[src/tmog_pkg.sv]
// Shared types, register indexes and reset constants for the thermostat
// minimum-off guard. No dependencies; every other file imports this package.
package tmog_pkg;

  // Field and register widths
  localparam int TEMP_W    = 12;
  localparam int DIFF_W    = 11;
  localparam int SECONDS_W = 16;
  localparam int ELAPSED_W = 26;
  localparam int CFG_IDX_W = 2;
  localparam int CFG_DATA_W = 16;
  localparam int IN_DATA_W  = 16;
  localparam int OUT_DATA_W = 24;

  localparam int unsigned TICKS_PER_SECOND_DEF = 1000;
  localparam int unsigned ELAPSED_MAX = (1 << ELAPSED_W) - 1;

  // Reset values of the configuration registers
  localparam logic signed [TEMP_W-1:0] SETPOINT_RST     = 12'sd64;
  localparam logic        [DIFF_W-1:0] DIFFERENTIAL_RST = 11'd32;
  localparam logic     [SECONDS_W-1:0] MIN_OFF_RST      = 16'd180;

  // Configuration register indexes
  localparam logic [CFG_IDX_W-1:0] REG_SETPOINT     = 2'd0;
  localparam logic [CFG_IDX_W-1:0] REG_DIFFERENTIAL = 2'd1;
  localparam logic [CFG_IDX_W-1:0] REG_MIN_OFF      = 2'd2;

  // Item kinds
  localparam logic ACT_EVALUATE = 1'b0;
  localparam logic ACT_TICK     = 1'b1;

  typedef struct packed {
    logic                     action;
    logic signed [TEMP_W-1:0] temperature;
    logic                     temp_valid;
  } tmog_item_t;

  // Stored control flags; also the shape of one result
  typedef struct packed {
    logic                 relay;
    logic                 demand;
    logic                 permit;
    logic [SECONDS_W-1:0] wait_sec;
  } tmog_flags_t;

  typedef struct packed {
    logic tick;
    logic expire;
    logic restart;
  } tmog_guard_cmd_t;

  typedef struct packed {
    logic                 active;
    logic [ELAPSED_W-1:0] sec_count;
  } tmog_guard_stat_t;

endpackage

[src/tmog_guard.sv]
// Minimum-off guard timer: active flag plus elapsed time kept as whole
// seconds and a sub-second tick count. Depends on tmog_pkg.
module tmog_guard #(
  parameter int unsigned TICKS_PER_SECOND = tmog_pkg::TICKS_PER_SECOND_DEF
) (
  input  logic                       clk,
  input  logic                       rst,
  input  logic                       step,
  input  tmog_pkg::tmog_guard_cmd_t  cmd,
  output tmog_pkg::tmog_guard_stat_t stat
);
  import tmog_pkg::*;

  localparam int SUB_W = (TICKS_PER_SECOND > 1) ? $clog2(TICKS_PER_SECOND) : 1;
  localparam int unsigned SAT_SEC = ELAPSED_MAX / TICKS_PER_SECOND;
  localparam int unsigned SAT_SUB = ELAPSED_MAX % TICKS_PER_SECOND;
  localparam logic [SUB_W-1:0]     SUB_LAST = SUB_W'(TICKS_PER_SECOND - 1);
  localparam logic [SUB_W-1:0]     SAT_SUB_V = SUB_W'(SAT_SUB);
  localparam logic [ELAPSED_W-1:0] SAT_SEC_V = ELAPSED_W'(SAT_SEC);

  logic                 active;
  logic [ELAPSED_W-1:0] sec_count;
  logic [SUB_W-1:0]     sub_count;
  logic                 saturated;

  // Elapsed ticks stop at the counter ceiling
  assign saturated = (sec_count == SAT_SEC_V) && (sub_count == SAT_SUB_V);

  always_ff @(posedge clk) begin
    if (rst) begin
      active    <= 1'b1;
      sec_count <= '0;
      sub_count <= '0;
    end else if (step) begin
      if (cmd.restart) begin
        active    <= 1'b1;
        sec_count <= '0;
        sub_count <= '0;
      end else if (cmd.expire) begin
        active <= 1'b0;
      end else if (cmd.tick && active && !saturated) begin
        if (sub_count == SUB_LAST) begin
          sub_count <= '0;
          sec_count <= sec_count + 1'b1;
        end else begin
          sub_count <= sub_count + 1'b1;
        end
      end
    end
  end

  assign stat.active    = active;
  assign stat.sec_count = sec_count;

endmodule

[src/tmog_ctrl.sv]
// Next-state logic for one item: hysteresis demand, guard check and relay
// decision. Pure combinational; depends on tmog_pkg.
module tmog_ctrl (
  input  tmog_pkg::tmog_item_t                       item,
  input  tmog_pkg::tmog_flags_t                      flags,
  input  tmog_pkg::tmog_guard_stat_t                 guard,
  input  logic signed [tmog_pkg::TEMP_W-1:0]         setpoint,
  input  logic        [tmog_pkg::DIFF_W-1:0]         differential,
  input  logic        [tmog_pkg::SECONDS_W-1:0]      off_time_sec,
  output tmog_pkg::tmog_flags_t                      flags_next,
  output tmog_pkg::tmog_guard_cmd_t                  cmd
);
  import tmog_pkg::*;

  logic signed [TEMP_W:0]  temp_x;
  logic signed [TEMP_W:0]  sp_x;
  logic signed [TEMP_W:0]  cut_in;
  logic [ELAPSED_W-1:0]    span_sec;
  logic [ELAPSED_W-1:0]    left_sec;
  logic                    blocked;
  logic                    demand_n;
  logic                    permit_n;
  logic                    relay_n;

  assign temp_x   = {item.temperature[TEMP_W-1], item.temperature};
  assign sp_x     = {setpoint[TEMP_W-1], setpoint};
  assign cut_in   = sp_x + $signed({2'b00, differential});
  assign span_sec = {{(ELAPSED_W-SECONDS_W){1'b0}}, off_time_sec};
  // Ceil of remaining ticks over ticks per second equals whole seconds left
  assign left_sec = span_sec - guard.sec_count;
  assign blocked  = guard.active && (guard.sec_count < span_sec);

  always_comb begin
    flags_next = flags;
    cmd        = '0;
    demand_n   = flags.demand;
    permit_n   = 1'b1;
    relay_n    = 1'b0;
    case (item.action)
      ACT_TICK: begin
        cmd.tick = 1'b1;
      end
      default: begin
        if (item.temp_valid) begin
          if (temp_x >= cut_in) begin
            demand_n = 1'b1;
          end else if (temp_x <= sp_x) begin
            demand_n = 1'b0;
          end
          permit_n = !blocked;
          cmd.expire = guard.active && !blocked;
          relay_n = demand_n && permit_n;
          flags_next.demand   = demand_n;
          flags_next.relay    = relay_n;
          flags_next.permit   = permit_n;
          flags_next.wait_sec = blocked ? left_sec[SECONDS_W-1:0] : '0;
          // Relay drop restarts the guard
          if (flags.relay && !relay_n) begin
            cmd.restart         = 1'b1;
            flags_next.permit   = 1'b0;
            flags_next.wait_sec = off_time_sec;
          end
        end else begin
          flags_next = '0;
        end
      end
    endcase
  end

endmodule

[src/thermostat_min_off_guard_core.sv]
// Path: each input transfer lands in the input register, then its result in the
// result register once that is free or draining, so two register stages in all.
// Throughput: one item per cycle; a result held by m_tready low stalls s_tready
// once the input register is also full. Reset (rst, synchronous): relay, demand
// and permit off, guard running from zero elapsed, wait 180 s, registers back
// to setpoint 64, differential 32, minimum off 180 s. Uses tmog_pkg, tmog_ctrl, tmog_guard.
module thermostat_min_off_guard_core #(
  parameter int unsigned TICKS_PER_SECOND = tmog_pkg::TICKS_PER_SECOND_DEF
) (
  input  logic                              clk,
  input  logic                              rst,
  // Input stream
  input  logic                              s_tvalid,
  output logic                              s_tready,
  // [11:0] temperature, [12] temp_valid, [15:13] zero
  input  logic [tmog_pkg::IN_DATA_W-1:0]    s_tdata,
  // [0] action (0 evaluate, 1 tick)
  input  logic                              s_tuser,
  // Result stream
  output logic                              m_tvalid,
  input  logic                              m_tready,
  // [0] relay, [1] should_be_on, [2] can_turn_on, [18:3] wait_seconds,
  // [23:19] zero
  output logic [tmog_pkg::OUT_DATA_W-1:0]   m_tdata,
  // Configuration write port
  input  logic                              cfg_we,
  input  logic [tmog_pkg::CFG_IDX_W-1:0]    cfg_index,
  input  logic [tmog_pkg::CFG_DATA_W-1:0]   cfg_data
);
  import tmog_pkg::*;

  // Configuration registers
  logic signed [TEMP_W-1:0] setpoint;
  logic [DIFF_W-1:0]        differential;
  logic [SECONDS_W-1:0]     off_time_sec;

  // Input register
  logic       in_valid;
  tmog_item_t in_item;

  // Control state and result register
  tmog_flags_t      flags;
  tmog_flags_t      flags_next;
  tmog_flags_t      result;
  tmog_guard_cmd_t  guard_cmd;
  tmog_guard_stat_t guard_stat;
  logic             advance;

  // Move the held item on whenever the result register is free or draining
  assign advance  = in_valid && (!m_tvalid || m_tready);
  assign s_tready = !in_valid || advance;

  // Configuration writes; indexes past the list are dropped
  always_ff @(posedge clk) begin
    if (rst) begin
      setpoint     <= SETPOINT_RST;
      differential <= DIFFERENTIAL_RST;
      off_time_sec <= MIN_OFF_RST;
    end else if (cfg_we) begin
      unique case (cfg_index)
        REG_SETPOINT:     setpoint     <= $signed(cfg_data[TEMP_W-1:0]);
        REG_DIFFERENTIAL: differential <= cfg_data[DIFF_W-1:0];
        REG_MIN_OFF:      off_time_sec <= cfg_data[SECONDS_W-1:0];
        default: ;
      endcase
    end
  end

  // Capture each input transfer
  always_ff @(posedge clk) begin
    if (rst) begin
      in_valid <= 1'b0;
    end else if (s_tready) begin
      in_valid <= s_tvalid;
    end
  end

  always_ff @(posedge clk) begin
    if (s_tvalid && s_tready) begin
      in_item.action      <= s_tuser;
      in_item.temperature <= $signed(s_tdata[TEMP_W-1:0]);
      in_item.temp_valid  <= s_tdata[TEMP_W];
    end
  end

  tmog_ctrl u_ctrl (
    .item         (in_item),
    .flags        (flags),
    .guard        (guard_stat),
    .setpoint     (setpoint),
    .differential (differential),
    .off_time_sec (off_time_sec),
    .flags_next   (flags_next),
    .cmd          (guard_cmd)
  );

  tmog_guard #(
    .TICKS_PER_SECOND (TICKS_PER_SECOND)
  ) u_guard (
    .clk  (clk),
    .rst  (rst),
    .step (advance),
    .cmd  (guard_cmd),
    .stat (guard_stat)
  );

  // Update stored flags as each item is processed
  always_ff @(posedge clk) begin
    if (rst) begin
      flags.relay    <= 1'b0;
      flags.demand   <= 1'b0;
      flags.permit   <= 1'b0;
      flags.wait_sec <= MIN_OFF_RST;
    end else if (advance) begin
      flags <= flags_next;
    end
  end

  // Result register: hold until the downstream side takes the transfer
  always_ff @(posedge clk) begin
    if (rst) begin
      m_tvalid <= 1'b0;
    end else if (advance) begin
      m_tvalid <= 1'b1;
    end else if (m_tready) begin
      m_tvalid <= 1'b0;
    end
  end

  always_ff @(posedge clk) begin
    if (advance) begin
      result <= flags_next;
    end
  end

  assign m_tdata = {{(OUT_DATA_W-SECONDS_W-3){1'b0}}, result.wait_sec,
                    result.permit, result.demand, result.relay};

endmodule

[config.mk]
export PLATFORM = sky130hd
export DESIGN_NAME = thermostat_min_off_guard_core
export DESIGN_NICKNAME = d
export VERILOG_FILES = /design/src/tmog_pkg.sv /design/src/tmog_guard.sv /design/src/tmog_ctrl.sv /design/src/thermostat_min_off_guard_core.sv
export SDC_FILE = /design/constraint.sdc
export NUM_CORES = 1
export LEC_CHECK = 0
export BUFFER_PORTS_ARGS = -buffer_cell sky130_fd_sc_hd__buf_2
export CAP_MARGIN = 20
export CORE_MARGIN = 8
export CORE_UTILIZATION = 50
export CTS_BUF_LIST = sky130_fd_sc_hd__clkbuf_8
export CTS_CLUSTER_DIAMETER = 80
export CTS_CLUSTER_SIZE = 14
export DETAILED_ROUTE_END_ITERATION = 12
export GPL_TIMING_DRIVEN = 0
export PLACE_DENSITY = 0.68
export REMOVE_ABC_BUFFERS = 1
export SLEW_MARGIN = 10
export SYNTH_ARGS = -nofsm -noshare
export SYNTH_HDL_FRONTEND = slang
export SYNTH_HIERARCHICAL = 1
export SYNTH_SLANG_ARGS = --single-unit
[constraint.sdc]
create_clock -name clk -period 11.2 [get_ports clk]
set_clock_uncertainty 0.1 [all_clocks]
set_input_delay 2.24 -clock clk [delete_from_list [all_inputs] [get_ports clk]]
set_output_delay 2.24 -clock clk [all_outputs]
set_load 0.1 [all_outputs]
==> Yosys cells after proc, flatten, opt, wreduce, memory -nomap -nowiden <==
Index checks and enable logic that the tools add are counted.
{ "classes": {"add_sub_neg": 4, "mux": 24, "n_mul": 0, "magnitude_cmp": 3, "bitwise": 0, "n_div": 0, "n_shift": 0, "n_eq_ne": 6, "reduce_logical": 27} }
{ "ops": {"columns": ["op", "n"], "rows": [
  ["two-way mux 26 bit", 4],
  ["two-way mux 10 bit", 4],
  ["two-way mux 19 bit", 2],
  ["adder 26 x 1 -> 26 bit, second input constant", 1],
  ["equality test 26 x 17 -> 1 bit, second input constant", 1],
  ["< comparator 26 x 16 -> 1 bit", 1],
  ["equality test 10 bit, second input constant", 2],
  ["two-way mux 17 bit", 1],
  ["two-way mux 16 bit", 1],
  ["subtractor 16 bit", 1],
  ["adder 12 x 12 -> 13 bit", 1],
  ["greater-or-equal comparator 12 x 13 -> 1 bit", 1],
  ["<= comparator 12 bit", 1],
  ["adder 10 x 1 -> 10 bit, second input constant", 1],
  ["two-way mux 1 bit", 10],
  ["logical AND 1 bit", 9],
  ["AND reduction 2 bit", 4],
  ["nonzero test 2 bit", 4],
  ["logical NOT 1 bit", 5],
  ["two-way mux 2 bit", 2],
  ["AND reduction 4 bit", 1],
  ["AND reduction 3 bit", 1],
  ["equality test 2 x 1 -> 1 bit, second input constant", 1],
  ["equality test 2 bit, second input constant", 1],
  ["3 further kinds", 4]
]} }
{ "word_totals": {"regBits": 130, "latchBits": 0, "out_inout_bits": 26, "in_bits": 40, "rom_bits": 0, "n_memories": 0, "mem_bits_rw": 0} }

==> Logic depth before layout (Yosys ltp) <==
{ "depth": {"depth_word": 13, "ltp_mapped": 27, "mapped_depth_nobuf": 23} }

==> Hierarchy <==
The synthesis kept the hierarchy.
{ "modules_own_cells": {"columns": ["mod", "area_each_um2", "cells_each", "seq_area_each_um2", "n_inst"], "rows": [
  ["thermostat_min_off_guard_core", 3321.9, 303, 2192.1, 1],
  ["tmog_ctrl", 2671.3, 369, 0.0, 1],
  ["tmog_guard", 2153.3, 264, 740.7, 1]
]} }

==> Least setup slack after synthesis <==
No wires, ideal clock.
{ "synth_timing": {"path_kind": "input -> output", "start": "in m_tready", "end": "out s_tready", "arrival_time_ns": 3.021, "setup_slack_ns": 5.839, "n_path_buf": 0, "cell_stages": 2, "cell_sequence": "nor2b_1 nand2_1"} }
{ "synth_via": {"elab_chain_len": 3} }
{ "synth_lines": {"columns": ["element", "line_no", "rtl"], "rows": [
  ["start, declared", "thermostat_min_off_guard_core.sv:21", "input logic m_tready,"],
  ["logical OR 1 bit", "thermostat_min_off_guard_core.sv:50", "assign advance = in_valid && (!m_tvalid || m_tready);"],
  ["logical AND 1 bit", "thermostat_min_off_guard_core.sv:50", null],
  ["logical OR 1 bit", "thermostat_min_off_guard_core.sv:51", "assign s_tready = !in_valid || advance;"],
  ["end, declared", "thermostat_min_off_guard_core.sv:14", "output logic s_tready,"]
]} }
No other way between the ends.

==> impl_metrics.yaml <==
setup_path:
  r2r_slack_ns: 4.32
  worstSetupPathType: "reg -> reg"
  reg2reg_depth: 23
  crit-reg2reg-launch: "setpoint[0]"
  start_kind: "flop"
  cpPeakStageDelay_ns: 0.71
  worstPathCellList: "ha_1 -> inv_1 -> fa_1 -> nor2b_1 -> o21ai_0 -> a21oi_1 -> o21ai_0 -> a21oi_1 -> a41oi_1 -> nand3b_1 -> ha_1 -> nand2_1 -> a2111oi_2 -> o22ai_1 -> and4bb_1 -> o211ai_2 -> a21o_1 -> inv_1 -> and2_1 -> or3_1 -> nor4_2 -> o21ai_0 -> a21oi_1"
  worst_ep_required_time_ns: 11.47
  cp-end-kind: "flop"
  rr_endpoint: "u_guard/sub_count[7]"
  worstPathArrival_ns: 7.15
  critPathMaxFanout: 33
  cp_slowest_cell: "a21o_1"
detailed_routing:
  drt-total-wl_um: 19540
  ant_nets: 0
  vias_per_cell: 5.642
  drc: 0
  firstDrtPassIters: 5
  drtIter0Drc: 437
  wl_per_cell_um: 16.26
  via_count: 6782
grt:
  antenna_found_initial: 0
  track_usage_pct: 19.62
  met3_usage_pct: 3.948
  globalRoute.totalOverflow: 0
  globalRouteMet2Util_pct: 32.76
  grt_max_degree: 93
  grt_pass1_vias: 6288
  busiest_layer: "met2"
  grt_pass1_wl_um: 31950
  met1_usage_pct: 24.95
synth:
  synth_top_area_share_pct: 23.84
  synthFlopType: "dfxtp_1"
  ys_seq_area_share_pct: 36.00
  synthArstFlopShare_pct: 0
  yosysMostFrequentCell: "nand2_1"
  synthTopCellsByArea: "dfxtp_1 (24%), edfxtp_1 (12%), ha_1 (11%)"
  synthTopCellsByCount: "nand2_1 (129), dfxtp_1 (97), a21oi_1 (75), ha_1 (70), inv_1 (66)"
  yosys_warnings: 6
  synth-edff-count: 33
  netlist_area_um2: 8147
  post-synth-top-area-cell: "dfxtp_1"
  netlist_instances: 936
  ys_ff_latch: 130
  synth_area_per_cell_um2: 8.704
  synth.distinct_cells: 80
pwr:
  power_density_nw_per_um2: 120.6
  p_leak_nw: 3.327
  vdd_drop_max_mv: 0.07637
final_layout:
  antenna_cells: 0
  n_fill_cell: 1500
  drive_gt1_share_pct: 12.27
  layout.nets: 1086
  syn2layout_area_growth_pct: 9.446
timing:
  timing.final.ws_setup_ns: 4.317
  tns_ns: 0
  tightest_slew_ns: 0.9374
  slew_violations: 0
  relSlewSlack_pct: 37.23
  fin_crit_sh_pct: 61.45
  post-route-min-period_ns: 6.883
  hold_violations: 0
  rsz0062_at_grt: "no"
  fmax_ghz: 0.1453
  setup_violations: 0
cts:
  clock_sinks: 130
  cts_setup_buffers: 0
  clk_latency_ns: 0.44
  postCtsHoldBufs: 0
  cts_tree: "done"
  ctsHtreeMaxLevel: 4
  cts_made_buffers: 17
  cts.path.max_buffers: 2
  clk_pin_slew_ns: 0.08
  root_buffer: "clkbuf_8"
  cts_resized: 0
floorplan:
  die_h_um: 143.6
  die_w_um: 143.6
  dieArea_um2: 20630
  initial_utilization_pct: 51.28
  num_rows: 46
  pin_count: 66
  design.core.area_um2: 15890
hold_path:
  holdPathEnd: "off_time_sec[15]"
  hp-start: "off_time_sec[15]"
  hold_depth: 2
  hold_class: "reg -> reg"
flow_run:
  max_cap_violations: 0
placement:
  place_congestion: 0.8829
  io_buffers: 57
  dpl.hpwl_um: 14240
  pre_cts_slack_ns: 4.426
status:
  outcome: "completed"
-- worst max-delay path by stage --
stage	slack (ns)	end	startpoint	cells past startpoint
finish	4.32	u_guard/sub_count[7]	setpoint[0]	23
global route	3.88	u_guard/sub_count[7]	setpoint[0]	23
floorplan	4.48	u_guard/sec_count[25]	m_tready	7
detailed placement	4.43	u_guard/sub_count[7]	setpoint[0]	23
CTS	4.35	u_guard/sub_count[7]	setpoint[0]	23
global placement	2.77	u_guard/sec_count[25]	m_tready	8
-- worst max-delay path, delay by kind of cell (launching register included) --
family          cells  cell delay, ns
buf+inv             2            0.75
fa+ha+maj           3            0.77
flops               1            0.34
simple gates        7            1.90
compound gates     11            2.93
-- registers in the layout, summed over array words and instances, names as in the netlist --
register	cells
differential	11
setpoint	12
m_tvalid	1
u_guard/sec_count	26
u_guard/sub_count	10
off_time_sec	16
flags	19
u_guard/active	1
m_tdata	19
in_item	14
in_valid	1
-- area by class of cell --
cell class / count / area (um2) / area share [%]
timing repair buffer: 60 / 350.3 / 3.929
clock inverter: 11 / 86.33 / 0.9683
sequential: 130 / 2933 / 32.89
tap: 216 / 270.3 / 3.031
inverter: 66 / 247.7 / 2.779
clock buffer: 20 / 275.3 / 3.087
multi-input combinational: 699 / 4753 / 53.31
-- metal layers --
layer	share of wire (%)	wire length, um
met1	47	9216
met2	47	9211
met3	4.2	819
met4	1.5	295
met5	0	0
-- logic make-up after synthesis --
group           share of synthesized area [%]
other cells                           0.04603
fa+ha+maj                               11.24
buf+inv                                 6.205
simple gates                            24.77
mux                                     2.580
xor+xnor                                2.688
flops                                   36.00
compound gates                          16.46
-- through the flow --
stage,cell area [um2],instances,power (W),hold slack (ns),util (%)
2_1_floorplan,7904,895,0.0006628,0.3303,-
3_3_place_gp,8459,1168,0.0007113,0.3445,53.25
3_5_place_dp,8554,1171,0.0007145,0.3488,53.85
4_1_cts,8916,1202,0.001084,0.3584,56.13
5_1_grt,8916,1202,0.001126,0.3910,56.13
6_report,8916,1202,0.001075,0.3575,56.13
-- where the power goes --
part	total (W)	internal [W]	switching, W
logic	0.000189	0.0000635	0.000125
registers	0.000517	0.000500	0.0000166
clock network	0.000370	0.000189	0.000181
-- layout by cell type, fill, tap and decap left out, types with 5 or more instances in the layout --
cell type / n
a21oi_1: 74
clkbuf_8: 20
and3_1: 13
inv_1: 67
nor3_1: 29
o31ai_1: 5
a31oi_1: 14
xnor2_1: 15
or4_1: 11
o21ai_0: 18
ha_1: 70
o21ai_1: 14
xor2_1: 10
conb_1: 5
nor2_1: 45
mux2i_1: 21
nor4_1: 7
dfxtp_1: 97
nand3_1: 30
edfxtp_1: 33
buf_2: 56
o221ai_1: 7
nand3b_1: 12
nor4b_1: 7
nor2b_1: 7
or3_1: 8
nand2b_1: 39
clkinv_2: 5
nand4_1: 8
o221ai_2: 9
a21o_1: 7
nand2_1: 129
No activity file was read; power rests on OpenSTA's default activity.
